==> src/rtl/core/pec_ram.sv <==
// Generic simple dual-port RAM (one write port, one read port) with registered read.
`timescale 1ns / 1ps
module pec_ram #(
    parameter int WIDTH = 8,
    parameter int DEPTH = 16
) (
    input  logic                     clk,
    input  logic                     we,
    input  logic [$clog2(DEPTH)-1:0] waddr,
    input  logic [WIDTH-1:0]         wdata,
    input  logic [$clog2(DEPTH)-1:0] raddr,
    output logic [WIDTH-1:0]         rdata
);

    logic [WIDTH-1:0] mem [DEPTH];

    // Write port and registered read port
    always_ff @(posedge clk)
    begin
        if (we)
        begin
            mem[waddr] <= wdata;
        end
        rdata <= mem[raddr];
    end

endmodule

==> config.mk <==
export PLATFORM = sky130hd
export DESIGN_NAME = pec_ram
export DESIGN_NICKNAME = d
export VERILOG_FILES = /design/src/rtl/core/pec_ram.sv
export SDC_FILE = /design/constraint.sdc
export NUM_CORES = 1
export LEC_CHECK = 0
export ABC_AREA = 1
export ABC_CLOCK_PERIOD_IN_PS = 1900
export CORE_AREA = 5 5 114 116
export CTS_CLUSTER_SIZE = 28
export DETAILED_ROUTE_END_ITERATION = 16
export DIE_AREA = 0 0 119 121
export DONT_BUFFER_PORTS = 1
export SYNTH_ARGS = -nofsm -noshare
export SYNTH_HDL_FRONTEND = slang
export SYNTH_SLANG_ARGS = --single-unit
==> constraint.sdc <==
create_clock -name clk -period 1.9 [get_ports clk]
set_clock_uncertainty 0.2 [all_clocks]
set_input_delay 0.38 -clock clk [delete_from_list [all_inputs] [get_ports clk]]
set_output_delay 0.38 -clock clk [all_outputs]
set_load 0.02 [all_outputs]
After elaboration in Yosys (flattened, before gate mapping)
Memory sizes are Yosys's and may differ from the RTL's. A register that Yosys moved wholly into a read port is not among the register bits.
Cells that the tools add are included.
Widths: inputs -> output; s select.
{"block": "totals", "latchBits": 0, "ram_bits": 128, "reg_bits": 0, "mem_count": 1, "rom_bits": 0}
{"block": "op_classes", "bitwise_logic": 0, "shift": 0, "order_cmp": 0, "add_sub_neg": 0, "div_mod_pow": 0, "reduce_logical": 0, "mul": 0, "muxes": 2, "eq_ne": 0}
{"name": "mem", "words": 16, "width": 8, "read_ports": 1, "rd_clocked_by_memory_dff": 1, "write_ports": 1, "line_no": "15", "source": "logic [WIDTH-1:0] mem [DEPTH];"}
{"op": "$mux 1", "n": 2}

Logic depth before layout (Yosys ltp)
Gate-level depths: netlist of the first run.
{"block": "logic_depth", "depth_word": 2, "mapped_depth": 8, "depth_no_buf": 7}

Least setup slack after synthesis of the first run
OpenSTA, ideal clock, no wires.
{"block": "synth_path", "kind": "input-to-reg", "start": "in waddr[2]", "end": "mem mem[10][0], enable pin", "slack_ns": 0.369, "required_ns": 1.330, "setup_ns": 0.370, "arrival_time_ns": 0.961, "path_stages": 2, "cell_sequence": "nand3b_1 > nor2_1"}
{"item": "start, declared", "line_no": "9", "source": "input logic [$clog2(DEPTH)-1:0] waddr,"}
{"item": "end, declared", "line_no": "15"}
Straight into the memory's write port.

==> reports/metrics.yaml, run 1 <==
run_status:
  outcome: "complete, no violations"
layout:
  num-fill-cells: 995
  areaGrowthSynthToFinish_pct: 15.5
  fin_nets: 595
  multi_input_area_sq_um: 1210
  layout-drive-gt1-share_pct: 8.47
  area.sequential_sq_um: 4000
  finish.utilization_pct: 56.4
  diodes: 0
logic_synthesis:
  ys.flop_type: "edfxtp_1"
  synthCells: 551
  synth_common_cells: "nand2_1 (173), edfxtp_1 (128), inv_1 (100)"
  synth_area_leader_cell: "edfxtp_1"
  ys_types: 12
  synth-seq-cells: 136
  yosys.area.top_type_share_pct: 66.7
  synthTopCellsByArea: "edfxtp_1 (67%), nand2_1 (11%), nand3_1 (8.4%)"
  synth_nets: 569
  yosysSeqAreaShare_pct: 69.4
  yosys_warnings: 0
  syn_avg_cell_area_sq_um: 10.5
  synth_area_sq_um: 5770
  async_flop_share_pct: 0
  synth-edff-count: 128
  yosysMostFrequentCell: "nand2_1"
cts:
  cts_max_level: 4
  cts_tree: "built"
  cts_buffers: 17
  cts_setup_buffers: 0
  post_cts_resized: 0
  clkTransAtPathRegs_ns: 0.06
  cts_sinks: 136
  insertion_delay_ns: 0.42
  clock_path_buffers: 2
  root_buffer: "clkbuf_16"
worst_setup_path:
  r2r-end: "rdata[2]"
  reg2reg_from: "mem[10][2]"
  critPathArrivalTime_ns: 1.91
  path_class: "input port to flop"
  ff2ff_setup_slack_ns: 0.17
  required_ns: 2.06
  cp-start-kind: "input port"
  crit_path_end_kind: "flop"
  reg2reg_depth: 7
  crit_fanout: 8
grt:
  grt_max_degree: 66
  grt_pass1_vias: 3746
  grt_util_all_layers_pct: 19.6
  antenna_found_initial: 3
  grt_pass1_wl_um: 20900
  grt_overflow: 0
route:
  drc: 0
  wirelength_um: 13200
  vias: 3812
  final_antenna_net_count: 0
  detail_route.wl_per_cell_um: 18.0
  drtIter0Drc: 359
  viasPerCell: 5.17
  drt_pass1_iterations: 5
pwr:
  clkPwrFrac_pct: 46.3
  p_sw_share_pct: 21.0
  power.leakage_nw: 2.85
  power_frac_comb_pct: 4.9
  switching_power_w: 0.00147
  intPower_w: 0.00551
  vdd_drop_max_v: 0.000772
  p_per_area_nw_per_um2: 1050
  seqPwrFrac_pct: 48.8
  finalPower_w: 0.00698
timing:
  fin_crit_ns: 1.75
  slew_headroom_pct: 49.2
  slew_viol_final: 0
  rsz0062_at_grt: "false"
  finalHoldViolCount: 0
  tightest_slew_ns: 0.759
  fin_setup_tns_ns: 0
  max_freq_mhz: 571
  setup_violations: 0
  whs_ns: 0.0155
  period_share_pct: 92.2
floorplan:
  core-area_sq_um: 11800
  num_rows: 40
  initial_core_util_pct: 48.8
  die-area_sq_um: 14400
  fp.dieW_um: 119
  pin_count: 26
  die_h_um: 121
hold_path:
  hold_path_end: "rdata[6]"
  hp-start: "raddr[2]"
  whs_path_depth: 3
  hp-class: "input port to flop"
place:
  dpl.hpwl_um: 7580
  portBuffers: 0
  finalWeightedCongestion: 0.808
run:
  maxCapViolCount: 0
-- worst max-delay path by stage --
stage          cells past startpoint          to  slack, ns        from
3_3_place_gp                       4    rdata[2]       0.32    raddr[2]
6_report                           4    rdata[2]       0.15    raddr[3]
5_1_grt                            7    rdata[2]        0.1  mem[11][2]
3_5_place_dp                       7    rdata[2]       0.23    raddr[0]
4_1_cts                            4    rdata[2]       0.20    raddr[3]
2_1_floorplan                      2  mem[10][0]       0.37    waddr[2]
-- what timing repair did --
item | 4_1_cts | 5_1_grt
hold buffers | 13 | 0
setup endpoints to repair | 0 | 0
hold endpoints to repair | 136 | 0
-- flip-flops by register name, indices dropped and copies added (netlist names) --
signal and flops:
rdata 8, mem 128
-- layout by cell type (no fill, tap or decap), drive strengths merged --
cell | netlist | routed
nand2 | 173 | 173
edfxtp | 128 | 128
inv | 102 | 102
nand3 | 97 | 97
clkbuf | 0 | 18
buf | 24 | 18
nor2 | 17 | 17
dlygate4sd3 | 0 | 13
dfxtp | 8 | 8
clkinv | 0 | 7
clkinvlp | 0 | 4
bufinv | 0 | 3
nand3b | 2 | 2
-- area by class of cell --
class / instances / share of cell area, %
clock buffers: 18 / 6.44
clock inverters: 14 / 2.37
inverters: 102 / 5.75
multi-input cells: 289 / 18.2
flip-flops and latches: 136 / 60.1
well taps: 147 / 2.76
repair buffers: 31 / 4.36
-- cells by family (layout without fill, tap and decap cells) --
group	Yosys count	count (layout)	synth area share, %
buffers and inverters	126	165	9.52
DFF	136	136	69.4
and+or+nand+nor	289	289	21.0
-- through the flow --
step           instance area [sq um]  std cells  worst slack [ns]
4_1_cts                         6660        737             0.195
5_1_grt                         6660        737            0.0970
3_3_place_gp                    5940        692             0.320
6_report                        6660        737             0.149
3_5_place_dp                    5940        692             0.235
2_1_floorplan                   5770        551             0.369
-- power by group through the flow --
| stage | Sequential [W] | Clock (W) | Combinational, W |
|---|---|---|---|
| 2_1_floorplan | 0.00346 | 0 | 0.000237 |
| 3_3_place_gp | 0.00347 | 0 | 0.000262 |
| 3_5_place_dp | 0.00347 | 0 | 0.000266 |
| 4_1_cts | 0.00341 | 0.00328 | 0.000345 |
| 5_1_grt | 0.00341 | 0.00342 | 0.000386 |
| 6_report | 0.00340 | 0.00323 | 0.000344 |
-- worst max-delay path, cell delays in order --
cell           delay [ns]
dlygate4sd3_1        0.78
nand3_1              0.11
dlygate4sd3_1        0.57
nand2_1              0.06
-- routing by layer --
| metal | vias up | wire length [um] | track usage (%) |
|---|---|---|---|
| li1 | 1825 | - | - |
| met1 | 1787 | 5710 | 25.1 |
| met2 | 166 | 6060 | 30.8 |
| met3 | 28 | 1040 | 5.64 |
| met4 | 6 | 390 | 9.27 |
| met5 | - | 38 | 0 |
Note: power is estimated with default switching activity, not from simulation.
==> run 2, diff against run 1 <==
CORE_AREA = 5 5 105 107   (was 5 5 114 116)
DIE_AREA = 0 0 110 112   (was 0 0 119 121)
PLACE_DENSITY = 0.74   (was default)
RECOVER_POWER = 100   (was default)
==> run 2 against run 1 <==
  * Cell count is 1.1% lower
  * Register-to-register slack better by 0.05 ns
  * Final area is 1.1% lower
  * Critical endpoint unchanged
  * Critical path type unchanged
  * Clock-buffer cell count is 9 higher
  * Non-clock buffer count is 3 higher
  * Core utilization is 9.2 points higher
  * Die area is 14% lower
  * First-iteration DRC count is 58% higher
==> reports/metrics.yaml, run 2 (synthesized netlist as in run 1, its figures left out) <==
worst_setup_path:
  slowest_delay_ns: 1.06  # +0.28 ns
  path_class: "input port to flop"
  crit_buf_inv: 1  # -1
  crit_path_end_kind: "flop"
  crit_family: "buffers and inverters"
  ff2ff_setup_slack_ns: 0.22  # +0.05 ns
  crit_chain: "dlygate4sd3_1, nand2_1, nand3_1, nand3_1, nand2_1"
  cp-start-kind: "input port"
  crit_fanout: 17  # +9
  critPathArrivalTime_ns: 1.93  # +0.02 ns
  slowest_stage: "dlygate4sd3_1"
  required_ns: 2.15  # +0.09 ns
timing:
  period_share_pct: 88.5  # -3.7 points
  finalHoldViolCount: 0  # unchanged
  rsz0062_at_grt: "false"
  slew_viol_final: 0  # unchanged
  slew_headroom_pct: 46.6  # -2.7 points
  fin_ws_ns: 0.218  # +0.0694 ns
  fin_crit_ns: 1.68  # -0.0694 ns
  fin_setup_tns_ns: 0  # unchanged
  max_freq_mhz: 595  # +4.1%
  tightest_slew_ns: 0.799  # +0.0398 ns
  setup_violations: 0  # unchanged
pwr:
  p_sw_share_pct: 20.0  # -1.0 points
  power_frac_comb_pct: 5.0  # about the same
  seqPwrFrac_pct: 49.0  # +0.2 points
  intPower_w: 0.00556  # +0.95%
  p_per_area_nw_per_um2: 1060  # +0.82%
  power.leakage_nw: 2.79  # -2.0%
  switching_power_w: 0.00139  # -5.2%
  clkPwrFrac_pct: 46.0  # -0.3 points
  vdd_drop_max_v: 0.000658  # -15%
cts:
  post_cts_resized: 0  # unchanged
  cts_tree: "built"
  cts_sinks: 136  # unchanged
  hold_buffers: 12  # -1
  cts_setup_buffers: 0  # unchanged
  clkTransAtPathRegs_ns: 0.05  # about the same
  clock_path_buffers: 2  # unchanged
  root_buffer: "clkbuf_8"
  cts_buffers: 17  # unchanged
  cts_max_level: 4  # unchanged
  insertion_delay_ns: 0.52  # +0.10 ns
floorplan:
  fp.dieW_um: 110  # -7.6%
  pin_count: 26  # unchanged
  die-area_sq_um: 12300  # -14%
  num_rows: 37  # -7.5%
  initial_core_util_pct: 57.4  # +8.6 points
  die_h_um: 112  # -7.4%
  core-area_sq_um: 10000  # -15%
layout:
  largest_register: "mem"
  area.sequential_sq_um: 4000  # unchanged
  fin_nets: 598  # +0.50%
  final_common_cell: "nand2_1"
  areaGrowthSynthToFinish_pct: 14.2
  instances_no_fill: 729  # -1.1%
  diodes: 0  # unchanged
  final_cell_mix: "nand2_1 (173), edfxtp_1 (128), inv_1 (100)"
  num-fill-cells: 773  # -22%
  layout-drive-gt1-share_pct: 5.23  # -3.2 points
  multi_input_area_sq_um: 1210  # unchanged
  largest_reg_flops: 128  # unchanged
  reg_top3: "mem: 128 flops, rdata: 8 flops"
place:
  dpl.hpwl_um: 7810  # +3.1%
  portBuffers: 0  # unchanged
  placedCellCount: 685  # -1.0%
  place_ws_ns: 0.360  # +0.125 ns
  finalWeightedCongestion: 0.909  # +13%
grt:
  grt_pass1_wl_um: 19900  # -4.5%
  antenna_found_initial: 0  # -3
  grt_max_degree: 66  # unchanged
  grt_pass1_vias: 3699  # -1.3%
  grt_overflow: 0  # unchanged
  grt_util_all_layers_pct: 22.2  # +2.5 points
route:
  detail_route.wl_per_cell_um: 17.5  # -2.7%
  drc: 0  # unchanged
  wirelength_um: 12700  # -3.8%
  final_antenna_net_count: 0  # unchanged
  drt_pass1_iterations: 5  # unchanged
  drtIter0Drc: 567  # +58%
  vias: 3864  # +1.4%
  viasPerCell: 5.30  # +2.5%
hold_path:
  hp-class: "input port to flop"
run_status:
  outcome: "complete, no violations"
run:
  maxCapViolCount: 0  # unchanged
-- run 2: cell count changes in the layout (fill, tap and decap cells not counted), moves of 4 or more --
cell / change
buf_4: -12
clkbuf_1: +23
clkinvlp_4: -4
clkbuf_8: +4
clkinv_2: -4
-- run 2: cell type report --
cell class	count	area share [%]
sequential	136	60.8
multi-input combinational	289	18.4
clock buffer	27	7.32
inverter	102	5.81
timing repair buffer	34	3.55
tap	136	2.58
clock inverter	5	1.50
-- run 2: layer usage --
metal / GRT usage [%] / vias up / share of wire (%)
met5: 0 / - / 0
met4: 6.98 / 0 / 1.7
met3: 5.80 / 20 / 7.7
met2: 36.4 / 186 / 52
met1: 28.7 / 1829 / 39
li1: - / 1829 / -
-- run 2: path summary, 6_finish.rpt --
path | startpoint | endpoint | cells past startpoint
max | raddr[1] | rdata[2] | 5
max reg2reg | mem[10][4] | rdata[4] | 7
min | raddr[1] | rdata[1] | 4
min reg2reg | mem[12][2] | rdata[2] | 6
-- run 2: worst reg2reg max path, stage by stage (launching register included) --
cell and delay (ns):
edfxtp_1 0.36, inv_1 0.06, nand2_1 0.05, nand3_1 0.09
nand3_1 0.09, nand3_1 0.09, dlygate4sd3_1 0.57, nand2_1 0.05
-- run 2: power groups by stage --
stage / sequential, W / combinational [W] / clock, W
2_1_floorplan: 0.00346 / 0.000237 / 0
3_3_place_gp: 0.00347 / 0.000258 / 0
3_5_place_dp: 0.00347 / 0.000265 / 0
4_1_cts: 0.00341 / 0.000350 / 0.00323
5_1_grt: 0.00341 / 0.000384 / 0.00339
6_report: 0.00341 / 0.000345 / 0.00320
-- run 2: per-stage QoR --
stage	utilization, %	hold WS, ns	cell area, sq um	power [W]
after floorplan	-	0.279	5770	0.00369
after global placement	59.2	0.280	5950	0.00373
after detailed placement	59.2	0.280	5950	0.00374
after CTS	66.2	0.00239	6650	0.00698
after global routing	65.5	0.0176	6590	0.00719
final	65.5	0.0172	6590	0.00696
